$ cat src/hw/rtl/rsrd_pkg.sv
// Shared constants, control word layout and microprogram for the session run decoder.
`default_nettype none

package rsrd_pkg;

  localparam int IMAGE_BYTES = 65536;
  localparam int ADDR_W      = $clog2(IMAGE_BYTES);

  // Operation codes
  localparam logic [1:0] OPN_WRITE = 2'd0;
  localparam logic [1:0] OPN_START = 2'd1;
  localparam logic [1:0] OPN_FETCH = 2'd2;

  // Result status codes
  localparam logic [2:0] ST_WRITTEN   = 3'd0;
  localparam logic [2:0] ST_STARTED   = 3'd1;
  localparam logic [2:0] ST_MINUTE    = 3'd2;
  localparam logic [2:0] ST_END_OK    = 3'd3;
  localparam logic [2:0] ST_NO_MARKER = 3'd4;
  localparam logic [2:0] ST_NO_TERM   = 3'd5;
  localparam logic [2:0] ST_IDLE      = 3'd6;

  // Configuration register indexes
  localparam logic [1:0] REG_RING_START  = 2'd0;
  localparam logic [1:0] REG_RING_END    = 2'd1;
  localparam logic [1:0] REG_MAX_MINUTES = 2'd2;

  localparam logic [16:0] RING_END_RST    = 17'h10000;
  localparam logic [15:0] MAX_MINUTES_RST = 16'd1440;

  localparam logic [7:0] MARKER_BYTE = 8'hFE;
  localparam logic [7:0] TERM_BYTE   = 8'hFF;
  localparam logic [7:0] SECONDS_LIM = 8'd60;

  // Remainder unit: one dividend bit per step
  localparam int          DIV_W     = 17;
  localparam logic [4:0]  DIV_STEPS = 5'(DIV_W - 1);

  // Sequencer
  localparam int PC_W = 5;

  typedef enum logic [1:0] {
    NX_NEXT,
    NX_JUMP,
    NX_BRANCH,
    NX_DISPATCH
  } nx_t;

  typedef enum logic [1:0] {
    C_CNT_MORE,
    C_MARK_BAD,
    C_ZERO4,
    C_TERM
  } cond_t;

  typedef enum logic [3:0] {
    DP_NONE,
    DP_MOD_INIT,
    DP_MOD_STEP,
    DP_MOD_FIX,
    DP_MOD_ADD,
    DP_SAVE,
    DP_RESTORE,
    DP_START_COMMIT,
    DP_FETCH_COMMIT,
    DP_END_RUN
  } dp_op_t;

  typedef struct packed {
    nx_t             nx;
    cond_t           cond;
    logic [PC_W-1:0] target;
    logic            rd;
    logic            cap;
    logic            emit;
    logic [2:0]      status;
    dp_op_t          op;
  } ctl_t;

  typedef struct packed {
    logic window_ok;
    logic active;
    logic below_max;
    logic cnt_more;
    logic mark_bad;
    logic zero4;
    logic term;
    logic out_busy;
  } flags_t;

  // Program labels
  localparam logic [PC_W-1:0] PC_DISPATCH  = 5'd0;
  localparam logic [PC_W-1:0] PC_START     = 5'd1;
  localparam logic [PC_W-1:0] PC_MOD_LOOP  = 5'd2;
  localparam logic [PC_W-1:0] PC_COMMIT    = 5'd17;
  localparam logic [PC_W-1:0] PC_FETCH     = 5'd18;
  localparam logic [PC_W-1:0] PC_EMIT_WR   = 5'd25;
  localparam logic [PC_W-1:0] PC_EMIT_IDLE = 5'd26;
  localparam logic [PC_W-1:0] PC_NO_MARKER = 5'd27;
  localparam logic [PC_W-1:0] PC_NO_TERM   = 5'd28;
  localparam logic [PC_W-1:0] PC_END_OK    = 5'd29;
  localparam logic [PC_W-1:0] PC_LAST      = 5'd29;

  function automatic ctl_t ucode(input logic [PC_W-1:0] pc);
    ctl_t c;
    c = '{nx: NX_NEXT, cond: C_CNT_MORE, target: PC_DISPATCH, rd: 1'b0, cap: 1'b0,
          emit: 1'b0, status: ST_IDLE, op: DP_NONE};
    case (pc)
      5'd0:  c.nx = NX_DISPATCH;
      // start: fold cursor+2 into the window
      5'd1:  c.op = DP_MOD_INIT;
      5'd2:  begin c.op = DP_MOD_STEP; c.nx = NX_BRANCH; c.cond = C_CNT_MORE;
                   c.target = PC_MOD_LOOP; end
      5'd3:  c.op = DP_MOD_FIX;
      5'd4:  c.op = DP_MOD_ADD;
      // marker bytes
      5'd5:  c.rd = 1'b1;
      5'd6:  begin c.rd = 1'b1; c.cap = 1'b1; end
      5'd7:  begin c.rd = 1'b1; c.cap = 1'b1; end
      5'd8:  begin c.cap = 1'b1; c.op = DP_SAVE; end
      5'd9:  begin c.nx = NX_BRANCH; c.cond = C_MARK_BAD; c.target = PC_NO_MARKER; end
      // optional zero block
      5'd10: c.rd = 1'b1;
      5'd11: begin c.rd = 1'b1; c.cap = 1'b1; end
      5'd12: begin c.rd = 1'b1; c.cap = 1'b1; end
      5'd13: begin c.rd = 1'b1; c.cap = 1'b1; end
      5'd14: c.cap = 1'b1;
      5'd15: begin c.nx = NX_BRANCH; c.cond = C_ZERO4; c.target = PC_COMMIT; end
      5'd16: c.op = DP_RESTORE;
      5'd17: begin c.op = DP_START_COMMIT; c.emit = 1'b1; c.status = ST_STARTED;
                   c.nx = NX_JUMP; end
      // fetch one minute chunk
      5'd18: c.rd = 1'b1;
      5'd19: begin c.rd = 1'b1; c.cap = 1'b1; end
      5'd20: begin c.rd = 1'b1; c.cap = 1'b1; end
      5'd21: begin c.rd = 1'b1; c.cap = 1'b1; end
      5'd22: c.cap = 1'b1;
      5'd23: begin c.nx = NX_BRANCH; c.cond = C_TERM; c.target = PC_END_OK; end
      5'd24: begin c.op = DP_FETCH_COMMIT; c.emit = 1'b1; c.status = ST_MINUTE;
                   c.nx = NX_JUMP; end
      // result-only steps
      5'd25: begin c.emit = 1'b1; c.status = ST_WRITTEN; c.nx = NX_JUMP; end
      5'd26: begin c.emit = 1'b1; c.status = ST_IDLE; c.nx = NX_JUMP; end
      5'd27: begin c.op = DP_END_RUN; c.emit = 1'b1; c.status = ST_NO_MARKER;
                   c.nx = NX_JUMP; end
      5'd28: begin c.op = DP_END_RUN; c.emit = 1'b1; c.status = ST_NO_TERM;
                   c.nx = NX_JUMP; end
      5'd29: begin c.op = DP_END_RUN; c.emit = 1'b1; c.status = ST_END_OK;
                   c.nx = NX_JUMP; end
      default: c.nx = NX_JUMP;
    endcase
    return c;
  endfunction

endpackage

`default_nettype wire

$ cat src/hw/rtl/rsrd_seq.sv
// Microcode sequencer: step counter, control store and dispatch on the operation.
`default_nettype none

module rsrd_seq (
  input  wire logic             clk,
  input  wire logic             rst_n,
  input  wire logic             in_tvalid,
  output logic                  in_tready,
  input  wire logic [1:0]       in_operation,
  input  wire rsrd_pkg::flags_t flags,
  output rsrd_pkg::ctl_t        ctl,
  output logic                  adv
);

  logic [rsrd_pkg::PC_W-1:0] pc_r;
  logic [rsrd_pkg::PC_W-1:0] pc_nxt;
  logic [rsrd_pkg::PC_W-1:0] disp_pc;
  logic                      cond_hit;

  assign ctl       = rsrd_pkg::ucode(pc_r);
  assign in_tready = (pc_r == rsrd_pkg::PC_DISPATCH);
  // hold an emitting step while the result register is still full
  assign adv       = !(ctl.emit && flags.out_busy);

  always_comb begin
    case (in_operation)
      rsrd_pkg::OPN_WRITE: disp_pc = rsrd_pkg::PC_EMIT_WR;
      rsrd_pkg::OPN_START: disp_pc = flags.window_ok ? rsrd_pkg::PC_START
                                                      : rsrd_pkg::PC_NO_MARKER;
      rsrd_pkg::OPN_FETCH: begin
        if (!flags.active)
          disp_pc = rsrd_pkg::PC_EMIT_IDLE;
        else if (flags.window_ok && flags.below_max)
          disp_pc = rsrd_pkg::PC_FETCH;
        else
          disp_pc = rsrd_pkg::PC_NO_TERM;
      end
      default: disp_pc = rsrd_pkg::PC_EMIT_IDLE;
    endcase
  end

  always_comb begin
    case (ctl.cond)
      rsrd_pkg::C_CNT_MORE: cond_hit = flags.cnt_more;
      rsrd_pkg::C_MARK_BAD: cond_hit = flags.mark_bad;
      rsrd_pkg::C_ZERO4:    cond_hit = flags.zero4;
      rsrd_pkg::C_TERM:     cond_hit = flags.term;
      default:              cond_hit = 1'b0;
    endcase
  end

  always_comb begin
    pc_nxt = pc_r;
    if (adv) begin
      case (ctl.nx)
        rsrd_pkg::NX_NEXT:     pc_nxt = pc_r + 5'd1;
        rsrd_pkg::NX_JUMP:     pc_nxt = ctl.target;
        rsrd_pkg::NX_BRANCH:   pc_nxt = cond_hit ? ctl.target : pc_r + 5'd1;
        rsrd_pkg::NX_DISPATCH: pc_nxt = in_tvalid ? disp_pc : pc_r;
        default:               pc_nxt = rsrd_pkg::PC_DISPATCH;
      endcase
    end
  end

  always_ff @(posedge clk) begin
    if (!rst_n) begin
      pc_r <= rsrd_pkg::PC_DISPATCH;
    end else begin
      pc_r <= pc_nxt;
    end
  end

  a_accept_leaves_dispatch: assert property (@(posedge clk) disable iff (!rst_n)
    (in_tvalid && in_tready) |=> (pc_r != rsrd_pkg::PC_DISPATCH))
    else $error("sequencer stayed in dispatch after a transaction");

  a_pc_in_program: assert property (@(posedge clk) disable iff (!rst_n)
    (pc_r <= rsrd_pkg::PC_LAST))
    else $error("step counter left the program");

endmodule

`default_nettype wire

$ cat config.mk
export PLATFORM = sky130hd
export DESIGN_NAME = rsrd_seq
export DESIGN_NICKNAME = d
export VERILOG_FILES = /design/src/hw/rtl/rsrd_pkg.sv /design/src/hw/rtl/rsrd_seq.sv
export SDC_FILE = /design/constraint.sdc
export NUM_CORES = 1
export LEC_CHECK = 0
export CAP_MARGIN = 10
export CORE_MARGIN = 2
export CORE_UTILIZATION = 42
export CTS_CLUSTER_SIZE = 10
export DETAILED_ROUTE_END_ITERATION = 12
export DONT_BUFFER_PORTS = 1
export GPL_ROUTABILITY_DRIVEN = 0
export PLACE_DENSITY = 0.66
export SLEW_MARGIN = 20
export SYNTH_ARGS = -nofsm -noshare
export SYNTH_HDL_FRONTEND = slang
export SYNTH_SLANG_ARGS = --single-unit
$ cat constraint.sdc
create_clock -name clk -period 5.3 [get_ports clk]
set_input_delay 0.265 -clock clk [delete_from_list [all_inputs] [get_ports clk]]
set_output_delay 0.265 -clock clk [all_outputs]
set_load 0.03 [all_outputs]
Yosys cells after proc, flatten, opt, wreduce, memory -nomap -nowiden
Cells that the tools add are included.

Input bits: 13. Register bits after elaboration: 5. Output and inout bits: 21.

Bitwise logic cells: 1. Mux-type cells: 14. Reduce and logical (&&, ||, !) cells: 13. Equal/unequal tests: 38. Add/subtract/negate cells: 1.

Operators by type and width (count): == test 5 bit, second input constant (14); == test 5 x 4 -> 1 bit, second input constant (8); one-hot mux 4 bit (9 select lines) (1); one-hot mux 4 bit (7 select lines) (1); one-hot mux 7 bit (4 select lines) (1); OR reduction 11 bit (2); == test 5 x 3 -> 1 bit, second input constant (4); one-hot mux 5 bit (4 select lines) (1); OR reduction 18 bit (1); 2-to-1 mux 5 bit (3); one-hot mux 5 bit (3 select lines) (1); == test 2 bit, second input constant (5); == test 5 x 2 -> 1 bit, second input constant (2); 2-to-1 mux 4 bit (2); == test 2 x 1 -> 1 bit, second input constant (3); zero test 2 bit (3); one-hot mux 2 bit (3 select lines) (1); adder 5 x 1 -> 5 bit, second input constant (1); == test 5 x 1 -> 1 bit, second input constant (1); zero test 5 bit (1); one-hot mux 1 bit (4 select lines) (1); OR reduction 4 bit (1); OR reduction 3 bit (1); logical AND 1 bit (2); 5 further kinds (6).

Logic depth before layout (Yosys ltp)
Gate-level depths: netlist of the first run.

Depth in word-level cells: 6. Mapped depth: 10. Depth with buffers taken out: 9.

Worst setup path after synthesis of the first run
Ideal clock, no wire load.

Kind: register -> output. From: reg pc_r[1] (netlist bit). To: out ctl[1] (netlist bit). Cell stages (with the launch flop): 6. Arrival time: 2.464 ns. Slack: 2.571 ns. Buffers on the path: 1. Cell sequence: dfxtp_1 > inv_1 > ha_1 > buf_2 > nor2_1 > a2111oi_0.

RTL lines: start, declared (RTL line rsrd_seq.sv:15) `logic [rsrd_pkg::PC_W-1:0] pc_r;`; start signal, assigned (RTL line rsrd_seq.sv:67) `pc_r <= rsrd_pkg::PC_DISPATCH;`; start signal, assigned (RTL line rsrd_seq.sv:69) `pc_r <= pc_nxt;`; end, declared (RTL line rsrd_seq.sv:11) `output rsrd_pkg::ctl_t ctl,`.

Final worst setup path of the first run
From: reg pc_r[2] (netlist bit). To: reg pc_r[4] (netlist bit).

Longest elaborated chain between the ends: 6. Elaborated cells on any way between the ends: 51.

RTL lines: == test 5 bit, or another cell as far along (RTL line rsrd_pkg.sv:108) `case (pc)`; one-hot mux 7 bit (4 select lines), or another cell as far along (RTL line rsrd_pkg.sv:108); == test 2 bit, or another cell as far along (RTL line rsrd_seq.sv:43) `case (ctl.cond)`; one-hot mux 1 bit (4 select lines) / == test 2 bit (equally long branches) (RTL line rsrd_seq.sv:43, rsrd_seq.sv:55); 2-to-1 mux 5 bit / != test 2 bit (equally long branches); one-hot mux 5 bit (4 select lines) / AND reduction 2 bit (equally long branches).

Several ways; a longest one is shown, not always the timed one. A chain may end at the register's enable or synchronous reset.

==> metrics.md, run 1 <==
| Metric | Value |
|---|---|
| Overall Global Routing Usage | `0.184` |
| Largest regs | `pc_r (5)` |
| Layout filler cell count | `283` |
| Layout cell share with drive strength beyond 1 | `0.105` |
| TritonCTS clock tree | `done` |
| Final non-filler cell area | `1120 µm²` |
| Largest register FFs | `5` |
| Switch share | `0.627` |
| Share of power burned in combinational logic | `0.769` |
| Die Footprint | `3180 µm²` |
| Insertion delay to the later sink of the worst-skew pair | `250 ps` |
| Number of max-slew violations in the final report | `0` |
| Required time reported for the critical path endpoint | `5460 ps` |
| First-pass GRT wire length | `4840 µm` |
| Post-DR vias/cell | `6.28` |
| Largest family of logic cells by synthesized area | `compound AO/OA/AOI/OAI gates` |
| Worst clock skew on the final layout | `9.81 ps` |
| HPWL reported at the end of detailed placement | `2170 µm` |
| Startpoint type of the worst setup path | `register` |
| Multiplexer area fraction after synthesis | `0.0228` |
| Count of instances resized after the clock tree is built | `0` |
| Diode count | `0` |
| Power density over the cells | `537 nW/µm²` |
| Aggregate global routing overflow | `0` |
| Clock transition at path regs | `50 ps` |
| Horizontal die dimension | `56.4 µm` |
| Root cell of the clock tree | `clkbuf_4` |
| Sequential share of power | `0.157` |
| Async SR Flop Fraction | `0` |
| Final antenna-violating net count | `0` |
| Initial antenna violation count | `0` |
| Final hold violation count | `0` |
| Initial DRC count | `38` |
| Seq/Total Area, Yosys | `0.0868` |
| XOR/XNOR share of the synthesized area | `0.0228` |
| Count of max-cap constraint violations | `0` |
| TritonCTS sink count | `5` |
| Maximum count of clock buffers along a single path | `2` |
| Clock share of power | `0.075` |
| Internal power | `224 µW` |
| Library cells used by synthesis | `57` |
| Layout Area Growth over Synthesis | `-3.15%` |
| Number of enable-type register cells in the synthesized netlist | `0` |
| Detail-routed net length per standard cell | `16.1 µm` |
| Ratio of final minimum period to clock period | `0.541` |
| Footprint of the multi-input gates | `918 µm²` |
| Critical path class | `reg -> reg` |
| Nets in the synthesized netlist | `181` |
| Area share of the largest cell type after synthesis | `0.0868` |
| Height of the die | `56.4 µm` |
| Total negative slack for setup checks | `0 ps` |
| Commonest register cell after synthesis | `dfxtp_1` |
| Max VDD drop | `0.279 mV` |
| Post-Synthesis Mean Instance Area | `7.03 µm²` |
| Final setup slack of the worst path | `2440 ps` |
| Cell leakage power | `0.000428 µW` |
| Io pins | `34` |
| Via count of the first global-routing pass | `1037` |
| Max-slew headroom at the worst pin | `0.343` |
| Critical path endpoint category | `register` |
| Storage cell area | `100 µm²` |
| Final setup violation count | `0` |
| Hold Path Class | `in -> reg` |
| Unrepaired setup endpoints after global routing | `false` |
| CP Max Fanout | `27` |
| DRC violation count after routing | `0` |
| Number of CTS-inserted buffers | `3` |
| Nets | `171` |
| Post-synthesis instance total | `164` |
| First-pass iteration count of the detailed router | `4` |
| Worst EP arrival | `3030 ps` |
| Setup fix buffers added after clock tree synthesis | `0` |
| Register with the most flip-flops | `pc_r` |
| Switching power of the nets | `376 µW` |
| Outcome | `completed` |
| Total core area | `2690 µm²` |
| Leading cell types by total area after synthesis | `dfxtp_1 (8.7%), nand2_1 (6.8%), a21oi_1 (4.3%)` |
| Register bit total from synthesis | `5` |
| Final worst hold slack | `163 ps` |
| Area leader, netlist | `dfxtp_1` |
| Final routed wirelength across all metal layers | `2960 µm` |
| Fraction of the mapped netlist area in simple logic gates | `0.334` |
| Post-CTS Hold Buffers | `0` |
| Number of placement rows | `19` |
| CTS H-tree lvls | `1` |
| Pre-CTS setup slack | `2480 ps` |
| Slew @ Worst Pin | `975 ps` |
| Final core utilization | `0.416` |
| Largest net degree at the start of global routing | `31` |
| Starting density of the core | `0.429` |
| Adder-cell area share of the yosys netlist | `0.0434` |
| Ys Warns | `0` |
| Final critical path time including I/O delays and setup | `2860 ps` |
| Leading post-synthesis cells by instance count | `nand2_1 (21), nor2_1 (12), a21oi_1 (10)` |
| Total standard cell area after synthesis | `1150 µm²` |
| Achievable clock frequency | `0.349 GHz` |
| Count leader, synth | `nand2_1` |
| Fraction of the mapped netlist area in compound gates | `0.368` |
| Routed via count | `1156` |
| Number of buffers inserted by port buffering | `0` |
| Placement Cell Area | `1090 µm²` |
==> worst paths after layout <==
check / start / end / slack [ps] / depth (start not counted)
max: pc_r[2] / pc_r[4] / 2440 / 6
min: rst_n / pc_r[0] / 160 / 2
max reg2reg: pc_r[2] / pc_r[4] / 2440 / 6
min reg2reg: pc_r[1] / pc_r[1] / 640 / 2
==> layer usage <==
layer / vias to the layer above / track usage / wire, µm
met3: 0 / 0.0300 / 139
met2: 26 / 0.318 / 1520
met5: - / 0 / 0
li1: 582 / - / -
met4: 0 / 0.0204 / 0
met1: 548 / 0.248 / 1300
==> power groups by stage <==
stage                     clock network (µW)  registers [µW]  logic (µW)
final                                   44.7            94.1         461
after global placement                     0            92.8         452
after global routing                    48.7            97.8         503
after CTS                               46.1            92.6         461
after detailed placement                   0            93.0         459
after floorplan                            0            57.2         436
==> critical path: stages, from the launching register on <==
cell and delay, ps:
dfxtp_1 940, and4b_1 600, a31o_4 320, o2111ai_4 160, nor3_1 390, nor2_1 120, a311oi_2 240
==> kinds of logic after synthesis <==
logic type,count (synthesis)
mux,2
simple gates,72
xor+xnor,3
compound gates,54
buf+inv,24
flops,5
fa+ha+maj,4
==> area by class of cell <==
class,instances,area share
inverter,9,0.0302
clock buffer,4,0.0235
tap,31,0.0347
sequential,5,0.0896
multi-input combinational,135,0.822
==> metrics by stage <==
stage,instances,total power [µW]
2_1_floorplan,164,493
3_3_place_gp,180,545
3_5_place_dp,180,552
4_1_cts,184,599
5_1_grt,184,650
6_report,184,600
==> layout by cell type (no fill, tap or decap), types with 5 or more instances in the layout <==
cell,Yosys,final
a21oi_1,10,10
dfxtp_1,5,5
nand2_1,21,21
and2_1,5,5
nand3_1,7,7
nor2b_1,5,5
nor2_1,12,12
inv_1,8,8
o21ai_0,9,9
(Power assumes the default switching activity.)
==> run 2: changes to the inputs <==
--- a/config.mk
+++ b/config.mk
@@ -12,7 +12,7 @@
 export DETAILED_ROUTE_END_ITERATION = 12
 export DONT_BUFFER_PORTS = 1
 export GPL_ROUTABILITY_DRIVEN = 0
-export PLACE_DENSITY = 0.66
+export PLACE_DENSITY = 0.69
 export SLEW_MARGIN = 20
 export SYNTH_ARGS = -nofsm -noshare
 export SYNTH_HDL_FRONTEND = slang
==> constraint.sdc (replaced) <==
create_clock -name clk -period 2.5 [get_ports clk]
set_input_delay 0.125 -clock clk [delete_from_list [all_inputs] [get_ports clk]]
set_output_delay 0.125 -clock clk [all_outputs]
set_load 0.03 [all_outputs]
==> metrics.md, run 2 (same netlist as run 1, synthesis figures left out) <==
| Metric | Value |
|---|---|
| Internal power | `598 µW (+170%)` |
| Clock share of power | `0.069 (-0.006)` |
| Starting density of the core | `0.429 (unchanged)` |
| Delay contributed by the slowest stage of the critical path | `410 ps (-530 ps)` |
| Final setup violation count | `0 (unchanged)` |
| Final core utilization | `0.470 (+0.0540)` |
| Number of buffers inserted by port buffering | `0 (unchanged)` |
| Detail-routed net length per standard cell | `16.3 µm (+1.3%)` |
| Total power draw | `1450 µW (+140%)` |
| Ratio of final minimum period to clock period | `0.948 (+0.408)` |
| Worst EP arrival | `2540 ps (-490 ps)` |
| Number of max-slew violations in the final report | `0 (unchanged)` |
| Aggregate global routing overflow | `0 (unchanged)` |
| Layout Area Growth over Synthesis | `9.44%` |
| Critical path endpoint category | `register` |
| TritonCTS sink count | `5 (unchanged)` |
| First-pass iteration count of the detailed router | `4 (unchanged)` |
| Library cell contributing the largest single delay on the critical path | `dfxtp_1` |
| Horizontal die dimension | `56.4 µm (unchanged)` |
| Worst clock skew on the final layout | `0.0594 ps (-9.75 ps)` |
| Switch share | `0.588 (-0.0390)` |
| Register with the most flip-flops | `pc_r` |
| Root cell of the clock tree | `clkbuf_4` |
| Routed via count | `1257 (+8.7%)` |
| Post-DR vias/cell | `6.25 (-0.46%)` |
| Via count of the first global-routing pass | `1151 (+11%)` |
| Most common cell after layout, fill and taps aside | `nand2_1` |
| Initial DRC count | `109 (+190%)` |
| Sequential share of power | `0.108 (-0.049)` |
| Layout cell share with drive strength beyond 1 | `0.229 (+0.125)` |
| Clock transition at path regs | `50 ps (about the same)` |
| Count of max-cap constraint violations | `0 (unchanged)` |
| Final critical path time including I/O delays and setup | `2370 ps (-494 ps)` |
| Startpoint type of the worst setup path | `register` |
| Number of CTS-inserted buffers | `3 (unchanged)` |
| Height of the die | `56.4 µm (unchanged)` |
| HPWL reported at the end of detailed placement | `2540 µm (+17%)` |
| Largest net degree at the start of global routing | `19 (-39%)` |
| Final routed wirelength across all metal layers | `3270 µm (+11%)` |
| Critical path class | `reg -> reg` |
| Power density over the cells | `1150 nW/µm² (+110%)` |
| Crit-path cells | `inv_1 > ha_2 > or3_1 > a211oi_2 > and3_2 > a211oi_1 > o31a_1 > a311oi_2` |
| Diode count | `0 (unchanged)` |
| Total core area | `2690 µm² (unchanged)` |
| Largest register FFs | `5 (unchanged)` |
| Highest-count cells in the layout ignoring fill and taps | `nand2_1 (20), buf_4 (17), nor2_1 (12), o21ai_0 (9), a21oi_1 (9)` |
| Die Footprint | `3180 µm² (unchanged)` |
| Cell leakage power | `0.000515 µW (+20%)` |
| Post-CTS Hold Buffers | `0 (unchanged)` |
| CTS H-tree lvls | `1 (unchanged)` |
| Io pins | `34 (unchanged)` |
| CP Max Fanout | `11 (-59%)` |
| Nets | `188 (+9.9%)` |
| Final hold violation count | `0 (unchanged)` |
| Switching power of the nets | `853 µW (+130%)` |
| Outcome | `completed` |
| Max-slew headroom at the worst pin | `0.390 (+0.0470)` |
| Insertion delay to the later sink of the worst-skew pair | `250 ps (about the same)` |
| Share of power burned in combinational logic | `0.824 (+0.055)` |
| Maximum count of clock buffers along a single path | `2 (unchanged)` |
| DRC violation count after routing | `0 (unchanged)` |
| Largest regs | `pc_r (5)` |
| Slew @ Worst Pin | `905 ps (-69.8 ps)` |
| Overall Global Routing Usage | `0.212 (+0.0282)` |
| Initial antenna violation count | `0 (unchanged)` |
| Max VDD drop | `0.470 mV (+69%)` |
| Final antenna-violating net count | `0 (unchanged)` |
| Required time reported for the critical path endpoint | `2670 ps (-2790 ps)` |
| Hold Path Class | `in -> reg` |
| First-pass GRT wire length | `5490 µm (+13%)` |
| TritonCTS clock tree | `done` |
| Achievable clock frequency | `0.422 GHz (+21%)` |
| Number of placement rows | `19 (unchanged)` |
run 2: cell count changes in the layout (fill, tap and decap cells not counted):
cell     change
buf_4       +17
ha_1         -2
ha_2         +2
a21oi_1      -1
a21oi_2      +1
and3_1       -1
and3_2       +1
nand2_1      -1
nand2_2      +1
nor3_1       -1
nor3_2       +1
run 2: power by group through the flow:
| stage | clock (µW) | combinational, µW | sequential (µW) |
|---|---|---|---|
| finish | 99.8 | 1190 | 156 |
| global route | 107 | 1300 | 159 |
| CTS | 100 | 1150 | 154 |
| detailed placement | 0 | 1140 | 157 |
| global placement | 0 | 1130 | 153 |
| floorplan | 0 | 927 | 121 |
run 2: metal layers:
layer / vias up / routed length, µm / GRT usage
met4: 0 / 32 / 0.0476
met5: - / 0 / 0
met3: 4 / 206 / 0.0484
met1: 593 / 1400 / 0.266
li1: 614 / - / -
met2: 46 / 1630 / 0.368
run 2: through the flow:
step	area, µm²	cells	worst slack [ps]	TNS, ps	hold slack (ps)
floorplan	1150	164	264	0	254
global placement	1220	197	182	0	275
detailed placement	1220	197	104	0	264
CTS	1240	201	50.9	0	9.19
global route	1260	201	-59.9	-83.3	15.2
finish	1260	201	129	0	11.7
run 2: final timing paths:
path / slack, ps / cells after the start / to / start
min: 10 / 2 / pc_r[0] / rst_n
max: 130 / 8 / pc_r[4] / pc_r[0]
max reg2reg: 130 / 8 / pc_r[4] / pc_r[0]
min reg2reg: 620 / 2 / pc_r[1] / pc_r[1]
run 2: final cells by class:
| class | count | area [µm²] |
|---|---|---|
| Inverter | 9 | 33.8 |
| Fill cell | 267 | 1420 |
| Timing Repair Buffer | 17 | 128 |
| Tap cell | 31 | 38.8 |
| Clock buffer | 4 | 26.3 |
| Multi-Input combinational cell | 135 | 936 |
| Sequential cell | 5 | 100 |
run 2: repair_timing:
action,in CTS,in global routing
endpoints found under the setup margin,0,6
gates resized for setup,0,6
setup buffers,0,0
run 2: critical path, delay by kind of cell, from the launching register on:
family                   cells  cell delay, ps
flip-flops                   1             410
adder cells (fa/ha/maj)      1             280
AO/OA/AOI/OAI                4             840
buffers and inverters        1             140
AND/OR/NAND/NOR              2             620
==> run 3: changes to the inputs <==
--- a/config.mk
+++ b/config.mk
@@ -7,12 +7,12 @@
 export LEC_CHECK = 0
 export CAP_MARGIN = 10
 export CORE_MARGIN = 2
-export CORE_UTILIZATION = 42
+export CORE_UTILIZATION = 40
 export CTS_CLUSTER_SIZE = 10
 export DETAILED_ROUTE_END_ITERATION = 12
 export DONT_BUFFER_PORTS = 1
 export GPL_ROUTABILITY_DRIVEN = 0
-export PLACE_DENSITY = 0.69
+export PLACE_DENSITY = 0.53
 export SLEW_MARGIN = 20
 export SYNTH_ARGS = -nofsm -noshare
 export SYNTH_HDL_FRONTEND = slang
==> metrics.md, run 3 (same netlist as run 1, synthesis figures left out) <==
| Metric | Value |
|---|---|
| Outcome | `completed` |
| Final routed wirelength across all metal layers | `3520 µm (+7.4%)` |
| Startpoint type of the worst setup path | `register` |
| Cell leakage power | `0.000529 µW (+2.7%)` |
| Insertion delay to the later sink of the worst-skew pair | `260 ps (about the same)` |
| Power density over the cells | `1140 nW/µm² (-0.93%)` |
| Die Footprint | `3330 µm² (+4.6%)` |
| HPWL reported at the end of detailed placement | `2690 µm (+5.5%)` |
| Initial antenna violation count | `0 (unchanged)` |
| CTS H-tree lvls | `1 (unchanged)` |
| Clock transition at path regs | `50 ps (about the same)` |
| Library cell contributing the largest single delay on the critical path | `or3_1` |
| Largest net degree at the start of global routing | `17 (-2)` |
| Detail-routed net length per standard cell | `17.2 µm (+5.8%)` |
| Hold Path Class | `in -> reg` |
| Count of placed standard cells including taps | `199 (+1.0%)` |
| Critical path class | `reg -> reg` |
| Worst setup path startpoint | `pc_r[1]` |
| Layout Area Growth over Synthesis | `11.8%` |
| DRC violation count after routing | `0 (unchanged)` |
| Critical path endpoint category | `register` |
| Diode count | `0 (unchanged)` |
| CP Max Fanout | `7 (-4)` |
| Number of CTS-inserted buffers | `3 (unchanged)` |
| Final setup violation count | `0 (unchanged)` |
| Overall Global Routing Usage | `0.227 (+0.0145)` |
| Number of buffers inserted by port buffering | `0 (unchanged)` |
| Height of the die | `57.7 µm (+2.3%)` |
| First-pass iteration count of the detailed router | `4 (unchanged)` |
| Required time reported for the critical path endpoint | `2670 ps (about the same)` |
| Nets | `191 (+1.6%)` |
| Final critical path time including I/O delays and setup | `2370 ps (+3.05 ps)` |
| Horizontal die dimension | `57.7 µm (+2.3%)` |
| Number of cell instances on the worst register-to-register path | `8 (unchanged)` |
| Non-filler instance count after layout | `204 (+1.5%)` |
| Layout cell share with drive strength beyond 1 | `0.243 (+0.0134)` |
| First-pass GRT wire length | `6060 µm (+10%)` |
| Via count of the first global-routing pass | `1275 (+11%)` |
| R2r setup slk | `130 ps (about the same)` |
| Layout filler cell count | `298 (+12%)` |
| Worst EP arrival | `2540 ps (about the same)` |
| Count of max-cap constraint violations | `0 (unchanged)` |
| Critical path endpoint | `pc_r[4]` |
| Routed via count | `1278 (+1.7%)` |
| Slew @ Worst Pin | `573 ps (-332 ps)` |
| Achievable clock frequency | `0.421 GHz (-0.13%)` |
| Pre-CTS setup slack | `115 ps (+11.4 ps)` |
| Maximum count of clock buffers along a single path | `2 (unchanged)` |
| Total core area | `2760 µm² (+2.7%)` |
| Io pins | `34 (unchanged)` |
| Register with the most flip-flops | `pc_r` |
| FF-to-FF Start | `pc_r[1]` |
| Max-slew headroom at the worst pin | `0.617 (+0.226)` |
| Aggregate global routing overflow | `0 (unchanged)` |
| Crit-path cells | `inv_1 > ha_1 > or3_1 > a211oi_2 > and3_2 > a211oi_1 > o31a_1 > a311oi_2` |
| Final hold violation count | `0 (unchanged)` |
| TritonCTS sink count | `5 (unchanged)` |
| Largest regs | `pc_r (5)` |
| Starting density of the core | `0.418 (-0.0111)` |
| Number of placement rows | `19 (unchanged)` |
| FF-to-FF End | `pc_r[4]` |
| Final antenna-violating net count | `0 (unchanged)` |
| TritonCTS clock tree | `done` |
| Total negative slack for setup checks | `0 ps (unchanged)` |
| Delay contributed by the slowest stage of the critical path | `410 ps (about the same)` |
| Worst clock skew on the final layout | `1.27 ps (+1.21 ps)` |
| Largest register FFs | `5 (unchanged)` |
| Final setup slack of the worst path | `126 ps (-3.05 ps)` |
| Number of max-slew violations in the final report | `0 (unchanged)` |
| Highest-count cells in the layout ignoring fill and taps | `nand2_1 (19), buf_4 (19), nor2_1 (12), o21ai_0 (9), a21oi_1 (9)` |
| Final worst hold slack | `20.7 ps (+9.02 ps)` |
| Post-DR vias/cell | `6.26 (+0.18%)` |
| Setup fix buffers added after clock tree synthesis | `0 (unchanged)` |
| Root cell of the clock tree | `clkbuf_4` |
| Max VDD drop | `0.669 mV (+42%)` |
| Ratio of final minimum period to clock period | `0.950 (+0.00122)` |
| Initial DRC count | `70 (-36%)` |
-- run 3: routing by layer --
layer	part of all wire	global-route usage	vias up
met5	0	0	-
met1	0.43	0.288	605
met3	0.040	0.0313	11
met4	0.029	0.0797	0
met2	0.50	0.390	43
li1	-	-	619
-- run 3: power breakdown --
group          internal, µW  total (µW)  switching [µW]
logic                   441        1210             773
registers               103         152            48.3
clock network          61.0         104            42.7
total                   605        1470             864
-- run 3: worst min path at each step --
stage	from	to	slack, ps	cells past startpoint
final	rst_n	pc_r[1]	20	2
after global routing	rst_n	pc_r[1]	20	2
after CTS	rst_n	pc_r[1]	20	2
after detailed placement	rst_n	pc_r[0]	270	2
after global placement	rst_n	pc_r[0]	280	2
after floorplan	rst_n	pc_r[0]	250	2
-- run 3: layout make-up --
type / count / area [µm²] / share of cell area
Multi-Input combinational cell: 135 / 938 / 0.727
Timing Repair Buffer: 20 / 153 / 0.118
Sequential cell: 5 / 100 / 0.0776
Tap cell: 31 / 38.8 / 0.0301
Inverter: 9 / 33.8 / 0.0262
Clock buffer: 4 / 26.3 / 0.0204
-- run 3: stage by stage --
| stage | total power, µW | instance area, µm² | utilization |
|---|---|---|---|
| global route | 1590 | 1290 | 0.468 |
| CTS | 1420 | 1270 | 0.461 |
| detailed placement | 1310 | 1230 | 0.447 |
| floorplan | 1050 | 1150 | - |
| finish | 1470 | 1290 | 0.468 |
| global placement | 1300 | 1230 | 0.447 |
-- run 3: what timing repair did --
item | in CTS | in global routing
endpoints found under the hold margin | 1 | 0
setup endpoints to repair | 0 | 6
hold buffers | 1 | 0
resized for setup | 0 | 7
-- run 3: critical path, delay by kind of cell, from the launching register on --
family                     cells  cell delay, ps
buffers and inverters          1              90
and+or+nand+nor                2             680
DFF                            1             390
AOI/OAI and AO/OA              4             840
adders and majority gates      1             280
